## src/rtl/core/debug_step_run_controller_assert.svh

```systemverilog
// Assertion macros used by the top RTL file of the run-control block.
`ifndef DEBUG_STEP_RUN_CONTROLLER_ASSERT_SVH
`define DEBUG_STEP_RUN_CONTROLLER_ASSERT_SVH

// Check on every rising edge outside reset.
`define DSRC_ASSERT(label, prop, msg) \
  label: assert property (@(posedge clk) disable iff (!rst_n) (prop)) else $error(msg);

// Check on every rising edge, reset included.
`define DSRC_ASSERT_ALWAYS(label, prop, msg) \
  label: assert property (@(posedge clk) (prop)) else $error(msg);

`endif

```

## src/rtl/core/dsrc_pkg.sv

```systemverilog
`default_nettype none
package dsrc_pkg;

  // Event kinds carried in tuser
  localparam logic [1:0] OP_ARM    = 2'd0;
  localparam logic [1:0] OP_TRAP   = 2'd1;
  localparam logic [1:0] OP_RESUME = 2'd2;

  // Register indexes of the configuration port
  localparam logic REG_STEP_MODE  = 1'b0;
  localparam logic REG_STEP_COUNT = 1'b1;

  // Programmed step modes
  localparam logic [2:0] SMODE_COUNT    = 3'd0;
  localparam logic [2:0] SMODE_RETURN   = 3'd1;
  localparam logic [2:0] SMODE_CALLT    = 3'd2;
  localparam logic [2:0] SMODE_CONTINUE = 3'd3;
  localparam logic [2:0] SMODE_CONT_CNT = 3'd4;

  // Internal run modes
  localparam logic [2:0] MODE_NONE      = 3'd0;
  localparam logic [2:0] MODE_ONCE      = 3'd1;
  localparam logic [2:0] MODE_RETURN    = 3'd2;
  localparam logic [2:0] MODE_CALLT     = 3'd3;
  localparam logic [2:0] MODE_CONTINUE  = 3'd4;
  localparam logic [2:0] MODE_INVISIBLE = 3'd5;
  localparam logic [2:0] MODE_COUNT     = 3'd6;

  localparam logic [2:0]  STEP_MODE_RST  = SMODE_CONTINUE;
  localparam logic [30:0] STEP_COUNT_RST = 31'd1;
  localparam logic [15:0] LEVEL_MAX      = 16'hFFFF;

  localparam int IN_DATA_W  = 16;
  localparam int OUT_DATA_W = 120;

  typedef struct packed {
    logic [1:0] op;
    logic       trap_is_breakpoint;
    logic       bkpt_hit;
    logic       bkpt_fires;
    logic       watch_hit;
    logic       is_call;
    logic       is_return;
    logic       is_trap_return;
    logic       is_load;
    logic       is_store;
  } dsrc_item_t;

  typedef struct packed {
    logic [2:0]  run_mode;
    logic [31:0] steps_left;
    logic [15:0] call_level;
    logic [31:0] inst_total;
    logic [31:0] load_total;
    logic [31:0] store_total;
  } dsrc_state_t;

  typedef struct packed {
    logic stop;
    logic report_breakpoint;
    logic advance_pc;
    logic single_step;
    logic arm_breakpoints;
  } dsrc_flags_t;

  function automatic logic [2:0] map_step_mode(input logic [2:0] smode);
    logic [2:0] m;
    case (smode)
      SMODE_COUNT:    m = MODE_ONCE;
      SMODE_RETURN:   m = MODE_RETURN;
      SMODE_CALLT:    m = MODE_CALLT;
      SMODE_CONTINUE: m = MODE_CONTINUE;
      SMODE_CONT_CNT: m = MODE_COUNT;
      default:        m = MODE_NONE;
    endcase
    return m;
  endfunction

endpackage
`default_nettype wire

```

## src/rtl/core/dsrc_eval.sv

```systemverilog
`default_nettype none
module dsrc_eval
  import dsrc_pkg::*;
(
  input  dsrc_item_t  item,
  input  dsrc_state_t cur,
  input  logic [2:0]  step_mode,
  input  logic [30:0] step_budget,
  output dsrc_state_t nxt,
  output dsrc_flags_t flags
);

  logic [31:0] steps_dec;
  logic [15:0] level_dec;
  logic        go_on;

  assign steps_dec = cur.steps_left - 32'd1;
  assign level_dec = (cur.call_level != 16'd0) ? cur.call_level - 16'd1 : cur.call_level;

  always_comb begin
    nxt   = cur;
    flags = '0;
    go_on = 1'b0;
    case (item.op)
      OP_ARM: begin
        if (step_mode inside {[SMODE_COUNT:SMODE_CONT_CNT]}) begin
          nxt.run_mode    = map_step_mode(step_mode);
          nxt.steps_left  = {1'b0, step_budget};
          nxt.call_level  = 16'd1;
          nxt.inst_total  = '0;
          nxt.load_total  = '0;
          nxt.store_total = '0;
        end
      end
      OP_TRAP: begin
        if (item.bkpt_hit && item.bkpt_fires) begin
          flags.stop              = 1'b1;
          flags.report_breakpoint = 1'b1;
        end else begin
          flags.advance_pc = !item.bkpt_hit && item.trap_is_breakpoint;
          flags.stop       = 1'b1;
          case (cur.run_mode)
            MODE_INVISIBLE: begin
              nxt.run_mode = MODE_CONTINUE;
              flags.stop   = 1'b0;
            end
            MODE_COUNT: flags.stop = 1'b0;
            MODE_ONCE: begin
              nxt.steps_left = steps_dec;
              if (steps_dec != 32'd0 && !steps_dec[31]) flags.stop = 1'b0;
            end
            MODE_RETURN: begin
              if (item.is_trap_return) begin
                go_on = 1'b0;
              end else if (!item.is_return) begin
                go_on = 1'b1;
              end else begin
                nxt.call_level = level_dec;
                go_on          = (level_dec != 16'd0);
              end
              if (go_on) begin
                flags.stop = 1'b0;
                if (item.is_call && nxt.call_level != LEVEL_MAX)
                  nxt.call_level = nxt.call_level + 16'd1;
              end
            end
            MODE_CALLT: begin
              if (!item.is_call && !item.is_return && !item.is_trap_return)
                flags.stop = 1'b0;
            end
            default: ;
          endcase
          if (flags.stop) nxt.run_mode = MODE_NONE;
        end
      end
      OP_RESUME: begin
        if (cur.run_mode inside {MODE_COUNT, MODE_RETURN, MODE_CALLT}) begin
          nxt.inst_total  = cur.inst_total + 32'd1;
          nxt.load_total  = cur.load_total + {31'd0, item.is_load};
          nxt.store_total = cur.store_total + {31'd0, item.is_store};
        end
        if (cur.run_mode == MODE_CONTINUE) begin
          if (item.watch_hit || item.bkpt_hit) begin
            nxt.run_mode      = MODE_INVISIBLE;
            flags.single_step = 1'b1;
          end else begin
            flags.arm_breakpoints = 1'b1;
          end
        end else begin
          flags.single_step = 1'b1;
        end
      end
      default: ;
    endcase
  end

endmodule
`default_nettype wire

```

## src/rtl/core/dsrc_state_regs.sv

```systemverilog
`default_nettype none
module dsrc_state_regs
  import dsrc_pkg::*;
(
  input  logic        clk,
  input  logic        rst_n,
  input  logic        commit,
  input  dsrc_state_t state_nxt,
  output dsrc_state_t state_r
);

  // Run state moves only when an event leaves the stage register.
  always_ff @(posedge clk) begin
    if (!rst_n) begin
      state_r.run_mode    <= MODE_NONE;
      state_r.steps_left  <= '0;
      state_r.call_level  <= '0;
      state_r.inst_total  <= '0;
      state_r.load_total  <= '0;
      state_r.store_total <= '0;
    end else if (commit) begin
      state_r <= state_nxt;
    end
  end

endmodule
`default_nettype wire

```

## src/rtl/core/debug_step_run_controller.sv

```systemverilog
`default_nettype none
// Debug run-control sequencer. Each input beat is one event (tuser: arm, trap or
// resume) and gives exactly one result beat: the stop / report / advance flags for
// a trap, the single-step / arm-breakpoints choice for a resume, and the
// instruction, load and store counters and the call depth after the event.
// An event is captured in a stage register, evaluated combinationally against
// the run state, and moved into the result register as the run state register
// is updated as well. One beat is taken every cycle while the result side keeps
// up, limited only by the single result register. Program the step mode and
// step budget registers on the cfg port while no event is in flight; they take
// effect at the next arm event.
module debug_step_run_controller
  import dsrc_pkg::*;
(
  input  logic                  clk,
  input  logic                  rst_n,
  // configuration writes
  input  logic                  cfg_we,
  input  logic                  cfg_addr,
  input  logic [30:0]           cfg_wdata,
  // event stream
  input  logic                  in_tvalid,
  output logic                  in_tready,
  // [0] trap_is_breakpoint, [1] bkpt_hit, [2] bkpt_fires, [3] watch_hit,
  // [4] is_call, [5] is_return, [6] is_trap_return, [7] is_load, [8] is_store
  input  logic [IN_DATA_W-1:0]  in_tdata,
  input  logic [1:0]            in_tuser,   // [1:0] op
  // result stream
  output logic                  out_tvalid,
  input  logic                  out_tready,
  // [0] stop, [1] report_breakpoint, [2] advance_pc, [3] single_step,
  // [4] arm_breakpoints, [36:5] instructions_seen, [68:37] loads_seen,
  // [100:69] stores_seen, [116:101] nesting
  output logic [OUT_DATA_W-1:0] out_tdata
);

  `include "debug_step_run_controller_assert.svh"

  logic [2:0]  step_mode_r;
  logic [30:0] step_budget_r;

  logic        stg_valid_r;
  dsrc_item_t  stg_item_r;
  logic        stg_adv;

  logic                  out_valid_r;
  logic [OUT_DATA_W-1:0] out_data_r;

  dsrc_state_t state_r;
  dsrc_state_t state_nxt;
  dsrc_flags_t flags;

  // Config registers: plain writes, no read-back.
  always_ff @(posedge clk) begin
    if (!rst_n) begin
      step_mode_r   <= STEP_MODE_RST;
      step_budget_r <= STEP_COUNT_RST;
    end else if (cfg_we) begin
      case (cfg_addr)
        REG_STEP_MODE:  step_mode_r   <= cfg_wdata[2:0];
        REG_STEP_COUNT: step_budget_r <= cfg_wdata;
        default: ;
      endcase
    end
  end

  // Stage advances whenever the result register is free or being drained.
  assign stg_adv   = stg_valid_r && (!out_valid_r || out_tready);
  assign in_tready = !stg_valid_r || stg_adv;

  always_ff @(posedge clk) begin
    if (!rst_n) begin
      stg_valid_r <= 1'b0;
    end else if (in_tready) begin
      stg_valid_r <= in_tvalid;
    end
  end

  // Capture the event payload on every accepted beat.
  always_ff @(posedge clk) begin
    if (in_tvalid && in_tready) begin
      stg_item_r.op                 <= in_tuser;
      stg_item_r.trap_is_breakpoint <= in_tdata[0];
      stg_item_r.bkpt_hit           <= in_tdata[1];
      stg_item_r.bkpt_fires         <= in_tdata[2];
      stg_item_r.watch_hit          <= in_tdata[3];
      stg_item_r.is_call            <= in_tdata[4];
      stg_item_r.is_return          <= in_tdata[5];
      stg_item_r.is_trap_return     <= in_tdata[6];
      stg_item_r.is_load            <= in_tdata[7];
      stg_item_r.is_store           <= in_tdata[8];
    end
  end

  dsrc_eval u_eval (
    .item        (stg_item_r),
    .cur         (state_r),
    .step_mode   (step_mode_r),
    .step_budget (step_budget_r),
    .nxt         (state_nxt),
    .flags       (flags)
  );

  dsrc_state_regs u_state (
    .clk       (clk),
    .rst_n     (rst_n),
    .commit    (stg_adv),
    .state_nxt (state_nxt),
    .state_r   (state_r)
  );

  // Result register: load on stage advance, drop when taken.
  always_ff @(posedge clk) begin
    if (!rst_n) begin
      out_valid_r <= 1'b0;
    end else if (stg_adv) begin
      out_valid_r <= 1'b1;
    end else if (out_tready) begin
      out_valid_r <= 1'b0;
    end
  end

  always_ff @(posedge clk) begin
    if (stg_adv) begin
      out_data_r <= {3'b000,
                     state_nxt.call_level,
                     state_nxt.store_total,
                     state_nxt.load_total,
                     state_nxt.inst_total,
                     flags.arm_breakpoints,
                     flags.single_step,
                     flags.advance_pc,
                     flags.report_breakpoint,
                     flags.stop};
    end
  end

  assign out_tvalid = out_valid_r;
  assign out_tdata  = out_data_r;

  `DSRC_ASSERT_ALWAYS(a_reset_empty, !rst_n |=> (!out_tvalid && !stg_valid_r), "pipeline not empty after reset")
  `DSRC_ASSERT(a_state_hold, !stg_adv |=> $stable(state_r), "run state moved without an event")
  `DSRC_ASSERT(a_bkpt_keeps_mode, (stg_adv && flags.report_breakpoint) |=> (state_r.run_mode == $past(state_r.run_mode)), "breakpoint stop changed run mode")
  `DSRC_ASSERT(a_stop_clears_mode, (stg_adv && flags.stop && !flags.report_breakpoint) |=> (state_r.run_mode == MODE_NONE), "stop left run mode set")

endmodule
`default_nettype wire
```

## config.mk

```make
export PLATFORM = sky130hd
export DESIGN_NAME = debug_step_run_controller
export DESIGN_NICKNAME = d
export VERILOG_FILES = /design/src/rtl/core/dsrc_pkg.sv /design/src/rtl/core/dsrc_eval.sv /design/src/rtl/core/dsrc_state_regs.sv /design/src/rtl/core/debug_step_run_controller.sv
export VERILOG_INCLUDE_DIRS = /design/src /design/src/rtl/core
export SDC_FILE = /design/constraint.sdc
export NUM_CORES = 1
export LEC_CHECK = 0
export ABC_AREA = 0
export BUFFER_PORTS_ARGS = -buffer_cell sky130_fd_sc_hd__buf_2
export CAP_MARGIN = 20
export CELL_PAD_IN_SITES_DETAIL_PLACEMENT = 1
export CELL_PAD_IN_SITES_GLOBAL_PLACEMENT = 1
export CORE_MARGIN = 5
export CORE_UTILIZATION = 25
export CTS_BUF_LIST = sky130_fd_sc_hd__clkbuf_8
export DETAILED_ROUTE_END_ITERATION = 8
export GPL_ROUTABILITY_DRIVEN = 0
export PLACE_DENSITY_LB_ADDON = 0.1
export REMOVE_ABC_BUFFERS = 1
export SLEW_MARGIN = 20
export SYNTH_ARGS = -nofsm -noshare
export SYNTH_HDL_FRONTEND = slang
export SYNTH_HIERARCHICAL = 1
export SYNTH_SLANG_ARGS = --single-unit
```

## constraint.sdc

```tcl
create_clock -name clk -period 7.8 [get_ports clk]
set_input_delay 1.17 -clock clk [delete_from_list [all_inputs] [get_ports clk]]
set_output_delay 1.17 -clock clk [all_outputs]
set_load 0.1 [all_outputs]
```

* Word-level counts from Yosys, hierarchy flattened *
Cells that the tools add are included.
W data, S select, Z words.

storage, ports and cells
  output and inout port bits = 122
  input bits = 55
  register bits = 311

cells by class
  equal/unequal tests = 19
  mux-type cells = 39
  bitwise logic cells = 2
  reduce and logical (&&, ||, !) cells = 35
  $lt $le $gt $ge = 2
  $add $sub $neg = 6

operators by type and width
  operator                 number
  $pmux W96 S2             1
  $mux W147                1
  $mux W16                 9
  $mux W96                 1
  $pmux W48 S2             1
  $add A32 B1 Y32          2
  $mux W51                 1
  $add A32 B1 Y32 const B  1
  $mux W32                 1
  $reduce_bool A16 Y1      2
  $reduce_bool A32 Y1      1
  $sub A32 B1 Y32 const B  1
  $mux W1                  17
  $add A16 B1 Y16 const B  1
  $ne A16 B16 Y1 const B   1
  $sub A16 B1 Y16 const B  1
  $pmux W3 S5              1
  $eq A3 B2 Y1 const B     4
  $eq A3 B3 Y1 const B     4
  $mux W3                  4
  $logic_and A1 B1 Y1      9
  $pmux W3 S3              1
  $logic_not A1 Y1         7
  $reduce_and A7 Y1        1
  18 further kinds         30

* Depth between registers and ports, before layout *
  word-level depth = 15
  mapped depth = 18
  gate-level depth less buffers = 16

* Modules after synthesis *
The synthesis kept the hierarchy.

modules (own cells, without submodules)
  module                     instances  cells each  area an instance (um^2)
  dsrc_state_regs            1          474         5705.5
  dsrc_eval                  1          983         5610.4
  debug_step_run_controller  1          297         5432.7

* Worst setup path after synthesis *
OpenSTA, ideal clock, no wires.

  kind = input port to flip-flop
  start point = input port out_tready
  end point = register, netlist name u_state/state_r[25]
  setup slack = -0.034 ns
  stages = 7
  library setup time = 0.116 ns
  arrival time = 7.718 ns
  path buffers = 3
  data required time = 7.684 ns
  cells stage by stage = nor2b_1 > nor2b_1 > buf_4 > buf_12 > buf_12 > mux2i_1 > nor2b_1

between the ends
  cells in the longest elaborated chain, start to end = 2

ends and longest elaborated chain
  element              RTL line                         source
  from (decl)          debug_step_run_controller.sv:30  input logic out_tready,
  $logic_or A1 B1 Y1   debug_step_run_controller.sv:68  assign stg_adv = stg_valid_r && (!out_valid_r || out_tready);
  $logic_and A1 B1 Y1  debug_step_run_controller.sv:68
  via stg_adv          debug_step_run_controller.sv:44  logic stg_adv;

The timed path passes the listed nets, and every way through them passes these cells.
A chain may end at the register's enable or synchronous reset.

==> results.cfg <==
[status]
status = finished clean

[finish]
nets = 1937
fin_util_pct = 29.0
drive_above_1_share_pct = 16.3
fill_cells = 7647
area_growth_pct = 14.3

[cts]
ctsHoldBuffers = 0
cts_sinks = 311
cts_tree = done
root_buffer = clkbuf_8
clock_latency_ns = 0.66
cts_buffers = 59
cts.htree.levels = 2
post_cts_resized = 0
cts_setup_buffers = 0
clkTransAtPathRegs_ns = 0.06
clock_path_buffers = 3

[global_routing]
grt_pass1_wl_um = 82900
grt_usage_pct = 14.2
gr-total-overflow = 0
grt_pass1_vias = 14200
antenna_found_initial = 2
grt_max_degree = 150

[drt]
postRouteAntennaNets = 0
drt-initial-drc-count = 630
viasPerCell = 4.93
dr.pass1.iters = 5
drc = 0
avgRoutedWirePerCell_um = 18.8
vias = 13700
routed_wirelength_um = 52500

[timing]
maxSlewHeadroom_pct = 27.8
fin_skew_ns = 0.0370
finalMaxSlewViolations = 0
period_minus_slack_ns = 4.96
worst_pin_slew_ns = 1.08
rsz0062_at_grt = no
fmax_ghz = 0.202
tns_ns = 0
setup_viol = 0
fin_crit_sh_pct = 63.6
hold_viol = 0

[critical_path]
worstPathArrival_ns = 5.52
path_max_fanout = 12
crit_required_ns = 8.36
crit_path_start_kind = register
crit_path_end_kind = register
crit_type = reg2reg

[logic_synthesis]
ys_async_sr_fraction_pct = 0
synth_top_cell_area_share_pct = 22.9
synth_top_flop_cell = dfxtp_1
synth_warnings = 6
synth-edff-count = 128
syn_area_per_cell_um2 = 9.55
netlist_area_um2 = 16700
synth_top_area_cell = edfxtp_1
yosysMostFrequentCell = dfxtp_1
ys_ff_latch = 311
synth_cell_type_count = 86
synth.area.top_cells = edfxtp_1, dfxtp_1, mux2i_1
synth_cells = 1754
synth-seq-area-share_pct = 44.8
synthTopCellsByCount = dfxtp_1, o21ai_0, mux2i_1, nor2b_1, nand2_1

[die]
floorplan.die.width_um = 269
pin_count = 177
core_area_um2 = 66100
die_area_um2 = 72300
rows = 94
initial_core_util_pct = 25.3
die_h_um = 269

[power_and_ir_drop]
seqPwrFrac_pct = 46.3
combPwrFrac_pct = 13.5
power.clock.fraction_pct = 40.1
ir_drop_mv = 0.111
p_leak_nw = 6.59
p_sw_w = 0.00118
internal-power_w = 0.00262
power_density_nw_per_um2 = 199
p_sw_share_pct = 31.2

[placement]
dp_hpwl_um = 33800
portBuffers = 166

[hold_path]
hp-class = reg2reg

[job]
drv_cap = 0
## final cells by class
cell class,count,area [um^2],area share (%)
Multi-Input combinational cell,1299,8400,43.9
Tap cell,864,1080,5.65
Antenna cell,2,5.00,0.0262
Inverter,24,90.1,0.471
Clock buffer,66,908,4.75
Timing Repair Buffer,178,952,4.98
Clock inverter,46,199,1.04
Sequential cell,311,7510,39.2
## layout by cell type (no fill, tap or decap), drive strengths merged, types with 6 or more instances in the layout
cell    count
nor2       86
or4        10
a221o      13
nand4      61
clkbuf     66
nor3       31
and4       10
clkinv     14
nand2b      8
or3        19
and3       29
ha          9
nor3b       6
dfxtp     183
o211ai     12
mux2i     161
a31oi      28
a21oi      50
xnor2      13
o31ai      19
inv        56
xor2       26
nand2     157
nand3      73
o21ai     195
nor4       21
o311ai     11
nor2b     158
edfxtp    128
a22o       10
nor4b       9
buf       178
and2        8
## power by group through the flow
stage	logic, W	registers [W]	clock network [W]
2_1_floorplan	0.000220	0.00202	0
3_3_place_gp	0.000519	0.00180	0
3_5_place_dp	0.000520	0.00180	0
4_1_cts	0.000521	0.00176	0.00162
5_1_grt	0.000544	0.00177	0.00169
6_report	0.000514	0.00176	0.00153
## through the flow
step	cell area (um^2)	worst slack (ns)	instances	hold slack [ns]	total power, W
floorplan	16000	-8.97	1634	0.435	0.00224
global placement	18000	2.89	2676	0.452	0.00231
global route	19100	2.25	2790	0.485	0.00400
CTS	19100	2.77	2788	0.464	0.00390
detailed placement	18000	2.80	2676	0.453	0.00232
finish	19100	2.84	2790	0.461	0.00380
## sequential cells by signal (all words and copies together) (netlist names)
register	count
out_tdata	117
out_tvalid	1
stg_valid_r	1
stg_item_r	11
u_state/state_r	147
step_budget_r	31
step_mode_r	3
## routing by layer
metal	global-route usage (%)	vias to the layer above	wire [um]
li1	-	6712	-
met1	19.6	6746	25200
met2	23.4	227	24400
met3	2.43	60	2050
met4	3.13	0	861
met5	0	-	0
## kinds of logic after synthesis
logic type,count (synthesis),share of synthesized area (%)
compound gates,383,14.7
xor+xnor,39,2.04
fa+ha+maj,9,0.672
buf+inv,146,5.29
flops,311,44.8
mux,161,9.62
other cells,1,0.0224
simple gates,704,22.9
## critical path: stages, from the launching register on
cell and delay [ns]:
dfxtp_1 0.38, inv_1 0.15, ha_1 0.32, nor4b_2 0.72, nand4_1 0.69, nand2_1 0.47
o21ai_0 0.17, ha_1 0.23, and2_0 0.28, a31oi_1 0.59, mux2i_1 0.29, a21oi_1 0.09
o21ai_0 0.24, mux2i_1 0.12, nor2b_1 0.14
## path summary, 6_finish.rpt
path | startpoint | end | slack, ns | cells past startpoint
max | u_state/state_r[96] | u_state/state_r[103] | 2.84 | 14
min reg2reg | step_budget_r[30] | step_budget_r[30] | 0.46 | 2
min | step_budget_r[30] | step_budget_r[30] | 0.46 | 2
max reg2reg | u_state/state_r[96] | u_state/state_r[103] | 2.84 | 14
No activity file was read; power rests on OpenSTA's default activity.
